`src/sv/hft_pkg.sv`:
```
// hft_pkg: shared constants, operation codes, state type and write-port
// structs for the handle table with free list. No dependencies.
package hft_pkg;

  localparam int HANDLE_W = 10;
  localparam int VALUE_W  = 32;
  // One memory entry per handle value.
  localparam int CAPACITY = 2 ** HANDLE_W;

  localparam logic [HANDLE_W:0]   CAP_EXT = (HANDLE_W + 1)'(CAPACITY);
  localparam logic [HANDLE_W-1:0] CNT_MAX = HANDLE_W'(CAPACITY - 1);

  localparam logic [1:0] FUNC_ADD    = 2'd0;
  localparam logic [1:0] FUNC_DELETE = 2'd1;
  localparam logic [1:0] FUNC_GET    = 2'd2;

  typedef enum logic [1:0] {
    ST_CLEAR,
    ST_IDLE,
    ST_EXEC
  } state_t;

  typedef struct packed {
    logic                we;
    logic [HANDLE_W-1:0] addr;
    logic [VALUE_W-1:0]  data;
  } val_wr_t;

  typedef struct packed {
    logic                we;
    logic [HANDLE_W-1:0] addr;
    logic [HANDLE_W-1:0] data;
  } link_wr_t;

endpackage

```
`src/sv/hft_ctrl.sv`:
```
// hft_ctrl: sequencer for the handle table: clearing pass, read/modify/write
// of the value and link memories, free-list head and add count.
// Depends on hft_pkg.
module hft_ctrl (
  input  logic                          clk,
  input  logic                          rst,
  input  logic                          start,
  output logic                          busy,
  input  logic [1:0]                    func,
  input  logic [hft_pkg::HANDLE_W-1:0]  handle,
  input  logic [hft_pkg::VALUE_W-1:0]   value,
  output logic                          done,
  output logic [hft_pkg::HANDLE_W-1:0]  out_handle,
  output logic [hft_pkg::VALUE_W-1:0]   out_value,
  output logic                          rejected,
  output hft_pkg::val_wr_t              val_wr,
  output logic [hft_pkg::HANDLE_W-1:0]  val_raddr,
  input  logic [hft_pkg::VALUE_W-1:0]   val_rdata,
  output hft_pkg::link_wr_t             link_wr,
  output logic [hft_pkg::HANDLE_W-1:0]  link_raddr,
  input  logic [hft_pkg::HANDLE_W-1:0]  link_rdata
);

  hft_pkg::state_t state, state_next;

  logic [1:0]                   op_q;
  logic [hft_pkg::HANDLE_W-1:0] h_q;
  logic [hft_pkg::VALUE_W-1:0]  v_q;
  logic [hft_pkg::HANDLE_W-1:0] free_head, free_head_next;
  logic [hft_pkg::HANDLE_W-1:0] add_count, add_count_next;
  logic [hft_pkg::HANDLE_W-1:0] clr_idx;

  logic                         res_load;
  logic [hft_pkg::HANDLE_W-1:0] out_handle_next;
  logic [hft_pkg::VALUE_W-1:0]  out_value_next;
  logic                         rejected_next;

  logic [hft_pkg::HANDLE_W:0]   fresh;
  logic                         handle_ok;

  assign busy       = (state != hft_pkg::ST_IDLE);
  // Reads run every cycle; in EXEC the data belongs to the accept edge.
  assign val_raddr  = handle;
  assign link_raddr = free_head;

  assign fresh     = {1'b0, add_count} + (hft_pkg::HANDLE_W + 1)'(1);
  assign handle_ok = (h_q != '0) && (h_q <= add_count);

  always_comb begin
    state_next      = state;
    free_head_next  = free_head;
    add_count_next  = add_count;
    res_load        = 1'b0;
    out_handle_next = '0;
    out_value_next  = '0;
    rejected_next   = 1'b1;
    val_wr          = '0;
    link_wr         = '0;

    unique case (state)
      hft_pkg::ST_CLEAR: begin
        val_wr.we   = 1'b1;
        val_wr.addr = clr_idx;
        if (clr_idx == hft_pkg::CNT_MAX) begin
          state_next = hft_pkg::ST_IDLE;
        end
      end
      hft_pkg::ST_IDLE: begin
        if (start) begin
          state_next = hft_pkg::ST_EXEC;
        end
      end
      hft_pkg::ST_EXEC: begin
        state_next = hft_pkg::ST_IDLE;
        res_load   = 1'b1;
        unique case (op_q)
          hft_pkg::FUNC_ADD: begin
            if (free_head != '0) begin
              // reuse head of free list; link read was issued at accept
              rejected_next   = 1'b0;
              out_handle_next = free_head;
              free_head_next  = link_rdata;
            end else if (fresh < hft_pkg::CAP_EXT) begin
              rejected_next   = 1'b0;
              out_handle_next = fresh[hft_pkg::HANDLE_W-1:0];
              free_head_next  = '0;
            end
            if (!rejected_next) begin
              val_wr.we   = 1'b1;
              val_wr.addr = out_handle_next;
              val_wr.data = v_q;
              if (add_count != hft_pkg::CNT_MAX) begin
                add_count_next = add_count + hft_pkg::HANDLE_W'(1);
              end
            end
          end
          hft_pkg::FUNC_DELETE: begin
            if (handle_ok) begin
              rejected_next  = 1'b0;
              out_value_next = val_rdata;
              val_wr.we      = 1'b1;
              val_wr.addr    = h_q;
              link_wr.we     = 1'b1;
              link_wr.addr   = h_q;
              link_wr.data   = free_head;
              free_head_next = h_q;
            end
          end
          hft_pkg::FUNC_GET: begin
            if (handle_ok) begin
              rejected_next  = 1'b0;
              out_value_next = val_rdata;
            end
          end
          default: begin
            rejected_next = 1'b1;
          end
        endcase
      end
      default: begin
        state_next = hft_pkg::ST_CLEAR;
      end
    endcase
  end

  always_ff @(posedge clk) begin
    if (rst) begin
      state     <= hft_pkg::ST_CLEAR;
      clr_idx   <= '0;
      free_head <= '0;
      add_count <= '0;
      done      <= 1'b0;
    end else begin
      state     <= state_next;
      free_head <= free_head_next;
      add_count <= add_count_next;
      done      <= res_load;
      if (state == hft_pkg::ST_CLEAR) begin
        clr_idx <= clr_idx + hft_pkg::HANDLE_W'(1);
      end
    end
  end

  always_ff @(posedge clk) begin
    if (state == hft_pkg::ST_IDLE && start) begin
      op_q <= func;
      h_q  <= handle;
      v_q  <= value;
    end
    if (res_load) begin
      out_handle <= out_handle_next;
      out_value  <= out_value_next;
      rejected   <= rejected_next;
    end
  end

`ifndef ASSERT_OFF
  a_done_after_exec: assert property (@(posedge clk) disable iff (rst)
    done |-> $past(state) == hft_pkg::ST_EXEC)
    else $error("result strobe without an executed beat");

  a_reject_zero: assert property (@(posedge clk) disable iff (rst)
    done && rejected |-> out_handle == '0 && out_value == '0)
    else $error("rejected result carries payload");

  a_add_nonzero: assert property (@(posedge clk) disable iff (rst)
    done && !rejected && op_q == hft_pkg::FUNC_ADD |-> out_handle != '0)
    else $error("add handed out reserved slot");

  // the load of the head by reset itself is not a move
  a_head_moves_in_exec: assert property (@(posedge clk) disable iff (rst)
    !$past(rst) && !$stable(free_head) |-> $past(state) == hft_pkg::ST_EXEC)
    else $error("free-list head changed outside execution");
`endif

endmodule

```
`config.mk`:
```
export PLATFORM = sky130hd
export DESIGN_NAME = hft_ctrl
export DESIGN_NICKNAME = d
export VERILOG_FILES = /design/src/sv/hft_pkg.sv /design/src/sv/hft_ctrl.sv
export SDC_FILE = /design/constraint.sdc
export NUM_CORES = 1
export LEC_CHECK = 0
export ABC_AREA = 0
export BUFFER_PORTS_ARGS = -buffer_cell sky130_fd_sc_hd__buf_2
export CORE_MARGIN = 2
export CORE_UTILIZATION = 53
export DETAILED_ROUTE_END_ITERATION = 12
export GPL_ROUTABILITY_DRIVEN = 0
export PLACE_DENSITY = 0.86
export SLEW_MARGIN = 30
export SYNTH_ARGS = -nofsm -noshare
export SYNTH_HDL_FRONTEND = slang
export SYNTH_SLANG_ARGS = --single-unit
```
`constraint.sdc`:
```
create_clock -name clk -period 9.05 [get_ports clk]
set_input_delay 1.81 -clock clk [delete_from_list [all_inputs] [get_ports clk]]
set_output_delay 1.81 -clock clk [all_outputs]
set_load 0.05 [all_outputs]
```
==> impl_metrics.tcl, run 1 <==
set metrics [dict create \
    setup_viol 0 \
    areaGrowthSynthToFinish_pct 29.8 \
    start_util_pct 54.4 \
    n_antenna_cell 0 \
    final_common_cell "buf_2" \
    synth_area_leaders "edfxtp_1 47%, dfxtp_1 12%, and2_1 9.5%" \
    clkLatencyLatePin_ns 0.53 \
    post_cts_buffers 0 \
    grt_pass1_vias 4487 \
    mostFrequentLayoutCells "217 x buf_2, 87 x edfxtp_1, 85 x and2_1, 35 x nor2_1, 33 x dfxtp_1" \
    fin_area_mm2 0.00729 \
    cts_resized 0 \
    hold_buffers 0 \
    dieArea_mm2 0.0114 \
    io_buffers 217 \
    die_y_um 107 \
    cts-root-buf "clkbuf_8" \
    power_density_mw_per_mm2 171 \
    nets 784 \
    firstDrtPassIters 5 \
    synth_warnings 0 \
    crit_path_start_kind "register" \
    wirelength_um 15400 \
    clkTransAtPathRegs_ns 0.06 \
    cts_inserted_buffers 17 \
    synthCells 470 \
    via_per_inst 5.59 \
    first_iter_violations 423 \
    hpwl_um 11000 \
    critPathKind "register to primary output" \
    synth_flop_cell "edfxtp_1" \
    tns_ns 0 \
    antenna_found_initial 0 \
    cts_buffer_depth 2 \
    synth_edf_count 87 \
    track_usage_pct 27.2 \
    clock_sinks 120 \
    yosysTopAreaCell "edfxtp_1" \
    finalCritPeriodShare_pct 59.7 \
    post-place-ws_ns 4.27 \
    fp-row-count 37 \
    drcViolationCount 0 \
    critPathRequiredTime_ns 7.24 \
    syn_avg_cell_area_um2 11.9 \
    drv_slew 0 \
    core-area_mm2 0.0103 \
    synth-seq-area-share_pct 58.3 \
    finalHoldViolations 0 \
    syn_nets 574 \
    drive_gt1_share_pct 38.0 \
    cts_tree "done" \
    grt_pass1_wl_um 23100 \
    die_x_um 107 \
    vias 4638 \
    ir_worst_vdd_uv 103 \
    cp.arrival_ns 3.60 \
    ant_nets 0 \
    synth.top_cell.area_share_pct 46.5 \
    grt_overflow 0 \
    netlist_area_mm2 0.00561 \
    htree_levels 4 \
    grt_max_degree 49 \
    power_leakage_uw 0.00318 \
    wl_per_cell_um 18.6 \
    rsz0062_at_grt "no" \
    synthDistinctLibCells 58 \
    fin_util_pct 70.6 \
    dpl_cell_area_mm2 0.00675 \
    ios 218 \
    outcome "finished clean" \
    async_flop_share_pct 0 \
    crit_fanout 12 \
    cap_violations 0 \
    layout_min_cycle_time_ns 5.41 \
    finClkSkew_ns 0.00911 \
    ys_ff_latch 120 \
    fin_ws_ns 3.64 \
    holdWs_ns 0.525 \
    tightest_slew_ns 0.893 \
    hp-class "register to register" \
    relSlewSlack_pct 40.4 \
    critPathCaptureType "primary output" \
    fmax_mhz 185 \
]
==> state kept, by name, summed over array words and instances, names as in the netlist <==
signal / flops
done: 1
clr_idx: 10
out_value: 32
op_q: 2
rejected: 1
out_handle: 10
state: 2
link_raddr: 10
v_q: 32
add_count: 10
h_q: 10
==> metal layers <==
metal	global-route usage [%]	wire [um]	share of wire (%)	vias up
met1	32.5	5840	38	2149
met3	6.32	1400	9.1	53
li1	-	-	-	2119
met4	15.3	565	3.7	0
met2	45.2	7630	49	317
met5	0	0	0	-
==> critical path, cell delays in order (launching register included) <==
cell and delay [ns]:
edfxtp_1 0.51, ha_1 0.37, and3_1 0.22, a221oi_2 0.27, o311ai_2 0.19, and2_1 0.23
nor2_1 0.68, a221o_1 0.32, buf_2 0.28
==> synth_stat cells (all sizes together), types with 2 or more instances <==
master and n:
nand4 6, xor2 6, or2 2, a21oi 30, nor2 36, and4 2, ha 15, nand2 16
nor2b 10, edfxtp 87, nor3 9, and3 4, xnor2 14, a211oi 10, a21o 3, nand2b 2
dfxtp 33, inv 17, a221oi 11, and2b 2, or4 2, o21ai 4, buf 20, a311oi 3
or3 2, and2 85, a221o 9, clkbuf 9, nand3 5, nor4 4
==> power by group <==
part / switching, uW / internal, uW
logic: 24.8 / 18.7
clock network: 227 / 386
registers: 1.69 / 587
total: 253 / 991
==> per-stage QoR <==
step,cells,total power [uW]
floorplan,470,622
global placement,795,642
detailed placement,797,643
CTS,829,1250
global route,829,1280
finish,829,1240
==> cell families after synthesis <==
logic type      after synthesis  share of synthesized area, %
buf+inv                      47                          4.68
compound gates               78                          10.3
fa+ha+maj                    15                          3.34
xor+xnor                     20                          3.12
flops                       120                          58.3
simple gates                189                          20.1
mux                           1                         0.178
==> cell type report <==
cell class	count	area [um^2]
clock buffers	21	429
inverters	17	68.8
clock inverters	11	106
well taps	136	170
repair buffers	221	1160
flip-flops and latches	120	3270
fillers	743	3030
multi-input cells	303	2090
==> path summary, 6_finish.rpt <==
| check | from | end | slack (ns) | cells past startpoint |
|---|---|---|---|---|
| hold / removal | clr_idx[6] | clr_idx[6] | 0.52 | 2 |
| hold reg to reg | clr_idx[6] | clr_idx[6] | 0.52 | 2 |
| setup reg to reg | h_q[6] | link_raddr[8] | 6.20 | 7 |
| setup / recovery | h_q[6] | val_wr[35] | 3.64 | 8 |
(Power assumes the default switching activity.)
==> run 2: changes to the inputs <==
Settings changed: ABC_AREA 0 to 1, CORE_UTILIZATION 53 to 50, PLACE_DENSITY 0.86 to 0.81.
Clock period 9.05 ns to 5.27 ns, I/O delays scaled along.
==> impl_metrics.tcl, run 2 <==
set metrics [dict create \
    cap_violations 0 \
    grt_pass1_vias 4878 \
    holdWs_ns 0.483 \
    hold_buffers 0 \
    clock_sinks 120 \
    cp.arrival_ns 2.88 \
    synthDistinctLibCells 27 \
    rsz0062_at_grt "no" \
    ios 218 \
    drive_gt1_share_pct 30.5 \
    track_usage_pct 25.0 \
    finalCritPeriodShare_pct 74.6 \
    dieArea_mm2 0.0126 \
    ant_nets 0 \
    start_util_pct 51.4 \
    setup_viol 0 \
    cts_resized 0 \
    tns_ns 0 \
    fillers 908 \
    die_x_um 112 \
    grt_pass1_wl_um 24500 \
    reg_top3 "out_value (32), v_q (32)" \
    antenna_found_initial 1 \
    areaGrowthSynthToFinish_pct 29.7 \
    dpl.cell_count 1018 \
    power_leakage_uw 0.00353 \
    final_common_cell "buf_2" \
    relSlewSlack_pct 51.1 \
    vias 5332 \
    power_uw 2350 \
    crit_path_start "state[0]" \
    fin_cells 1051 \
    synth_most_common_cell "nand2_1" \
    fp-row-count 39 \
    cts_buffer_depth 2 \
    hpwl_um 11400 \
    critPathRequiredTime_ns 4.22 \
    post_cts_buffers 0 \
    synth-seq-area-share_pct 55.8 \
    hp-class "register to register" \
    synthTopCellsByCount "160 x nand2_1, 139 x nor2_1, 88 x inv_1" \
    syn_avg_cell_area_um2 8.50 \
    finalHoldViolations 0 \
    fin_util_pct 66.6 \
    crit_path_start_kind "register" \
    wirelength_um 15800 \
    async_flop_share_pct 0 \
    synth_area_leaders "edfxtp_1 45%, dfxtp_1 11%, nand2_1 10%" \
    cts_inserted_buffers 17 \
    nets 998 \
    via_per_inst 5.07 \
    rr_startpoint "state[0]" \
    mostFrequentLayoutCells "217 x buf_2, 160 x nand2_1, 137 x nor2_1, 88 x inv_1, 87 x edfxtp_1" \
    htree_levels 4 \
    critPathCaptureType "primary output" \
    grt_max_degree 56 \
    cts_tree "done" \
    layout_min_cycle_time_ns 3.93 \
    reg2reg_to "add_count[4]" \
    synth_flop_cell "edfxtp_1" \
    core-area_mm2 0.0114 \
    reg2reg_depth 9 \
    finClkSkew_ns 0.00687 \
    ys_ff_latch 120 \
    first_iter_violations 462 \
    drcViolationCount 0 \
    critPathKind "register to primary output" \
    critPathCapture "val_wr[3]" \
    synth.top_cell.area_share_pct 44.5 \
    cts-root-buf "clkbuf_16" \
    wl_per_cell_um 15.1 \
    firstDrtPassIters 6 \
    tightest_slew_ns 0.733 \
    regToRegSetupSlack_ns 2.52 \
    fmax_mhz 254 \
    yosysTopAreaCell "edfxtp_1" \
    io_buffers 217 \
    clkLatencyLatePin_ns 0.41 \
    outcome "finished clean" \
    synthCells 690 \
    grt_overflow 0 \
    die_y_um 112 \
    synth_edf_count 87 \
    clkTransAtPathRegs_ns 0.06 \
    crit_fanout 55 \
    netlist_area_mm2 0.00587 \
    synth_warnings 0 \
    syn_nets 794 \
    ir_worst_vdd_uv 218 \
    drv_slew 0 \
    power_density_mw_per_mm2 309 \
]
## run 2: cell count changes in the layout (fill, tap and decap cells not counted), sizes merged, moves of 9 or more
cell	delta
and2	-85
nand2	+146
nor2b	-10
a221oi	-11
xnor2	-12
a221o	-9
o21ai	+18
nor2	+111
a211oi	-10
nand3	+19
inv	+81
## run 2: worst max-delay path, cell delays in order (launching register included)
cell	delay (ns)
dfxtp_1	0.38
nor2_4	0.13
buf_4	0.54
inv_2	0.35
nor2_2	0.16
buf_4	0.36
nand2_1	0.10
nor2_1	0.13
buf_2	0.28
## run 2: final cells by class
cell class / instances / area [um^2] / area share, %
antenna: 1 / 2.50 / 0.0329
clock buffer: 17 / 425 / 5.59
clock inverter: 15 / 215 / 2.83
inverter: 94 / 353 / 4.64
multi-input combinational: 440 / 2040 / 26.9
sequential: 120 / 3270 / 43.0
tap: 143 / 179 / 2.35
timing repair buffer: 221 / 1120 / 14.7
## run 2: per-stage QoR
stage | instance area (um^2) | setup slack (ns)
2_1_floorplan | 5870 | 1.49
3_3_place_gp | 6970 | 1.86
3_5_place_dp | 6970 | 1.83
4_1_cts | 7610 | 1.36
5_1_grt | 7610 | 1.11
6_report | 7610 | 1.34
## run 2: worst min-delay path by stage
stage,from,end,cells past startpoint
detailed placement,clr_idx[0],clr_idx[0],1
global route,add_count[1],add_count[1],2
finish,clr_idx[7],clr_idx[7],2
CTS,clr_idx[7],clr_idx[7],2
global placement,clr_idx[0],clr_idx[0],1
floorplan,clr_idx[0],clr_idx[0],1
## run 2: kinds of logic after synthesis
kind of cell / Yosys count / share of synthesized area [%]
AND/OR/NAND/NOR: 357 / 25.2
buffers and inverters: 130 / 9.60
flip-flops: 120 / 55.8
AO/OA/AOI/OAI: 63 / 5.48
adder cells (fa/ha/maj): 15 / 3.20
XOR/XNOR: 5 / 0.747
## run 2: report_power, final
group,leakage (uW),total (uW),internal (uW),switching (uW)
combinational,0.00218,82.5,33.5,49.0
clock,0.000309,1260,802,457
sequential,0.00105,1010,1010,2.22
## run 2: routing by layer
layer / vias up / GRT usage [%] / wire length (um)
met5: - / 0 / 0
met4: 0 / 10.2 / 415
met3: 37 / 7.51 / 1740
met2: 344 / 40.1 / 7180
met1: 2345 / 32.0 / 6490
li1: 2606 / - / -
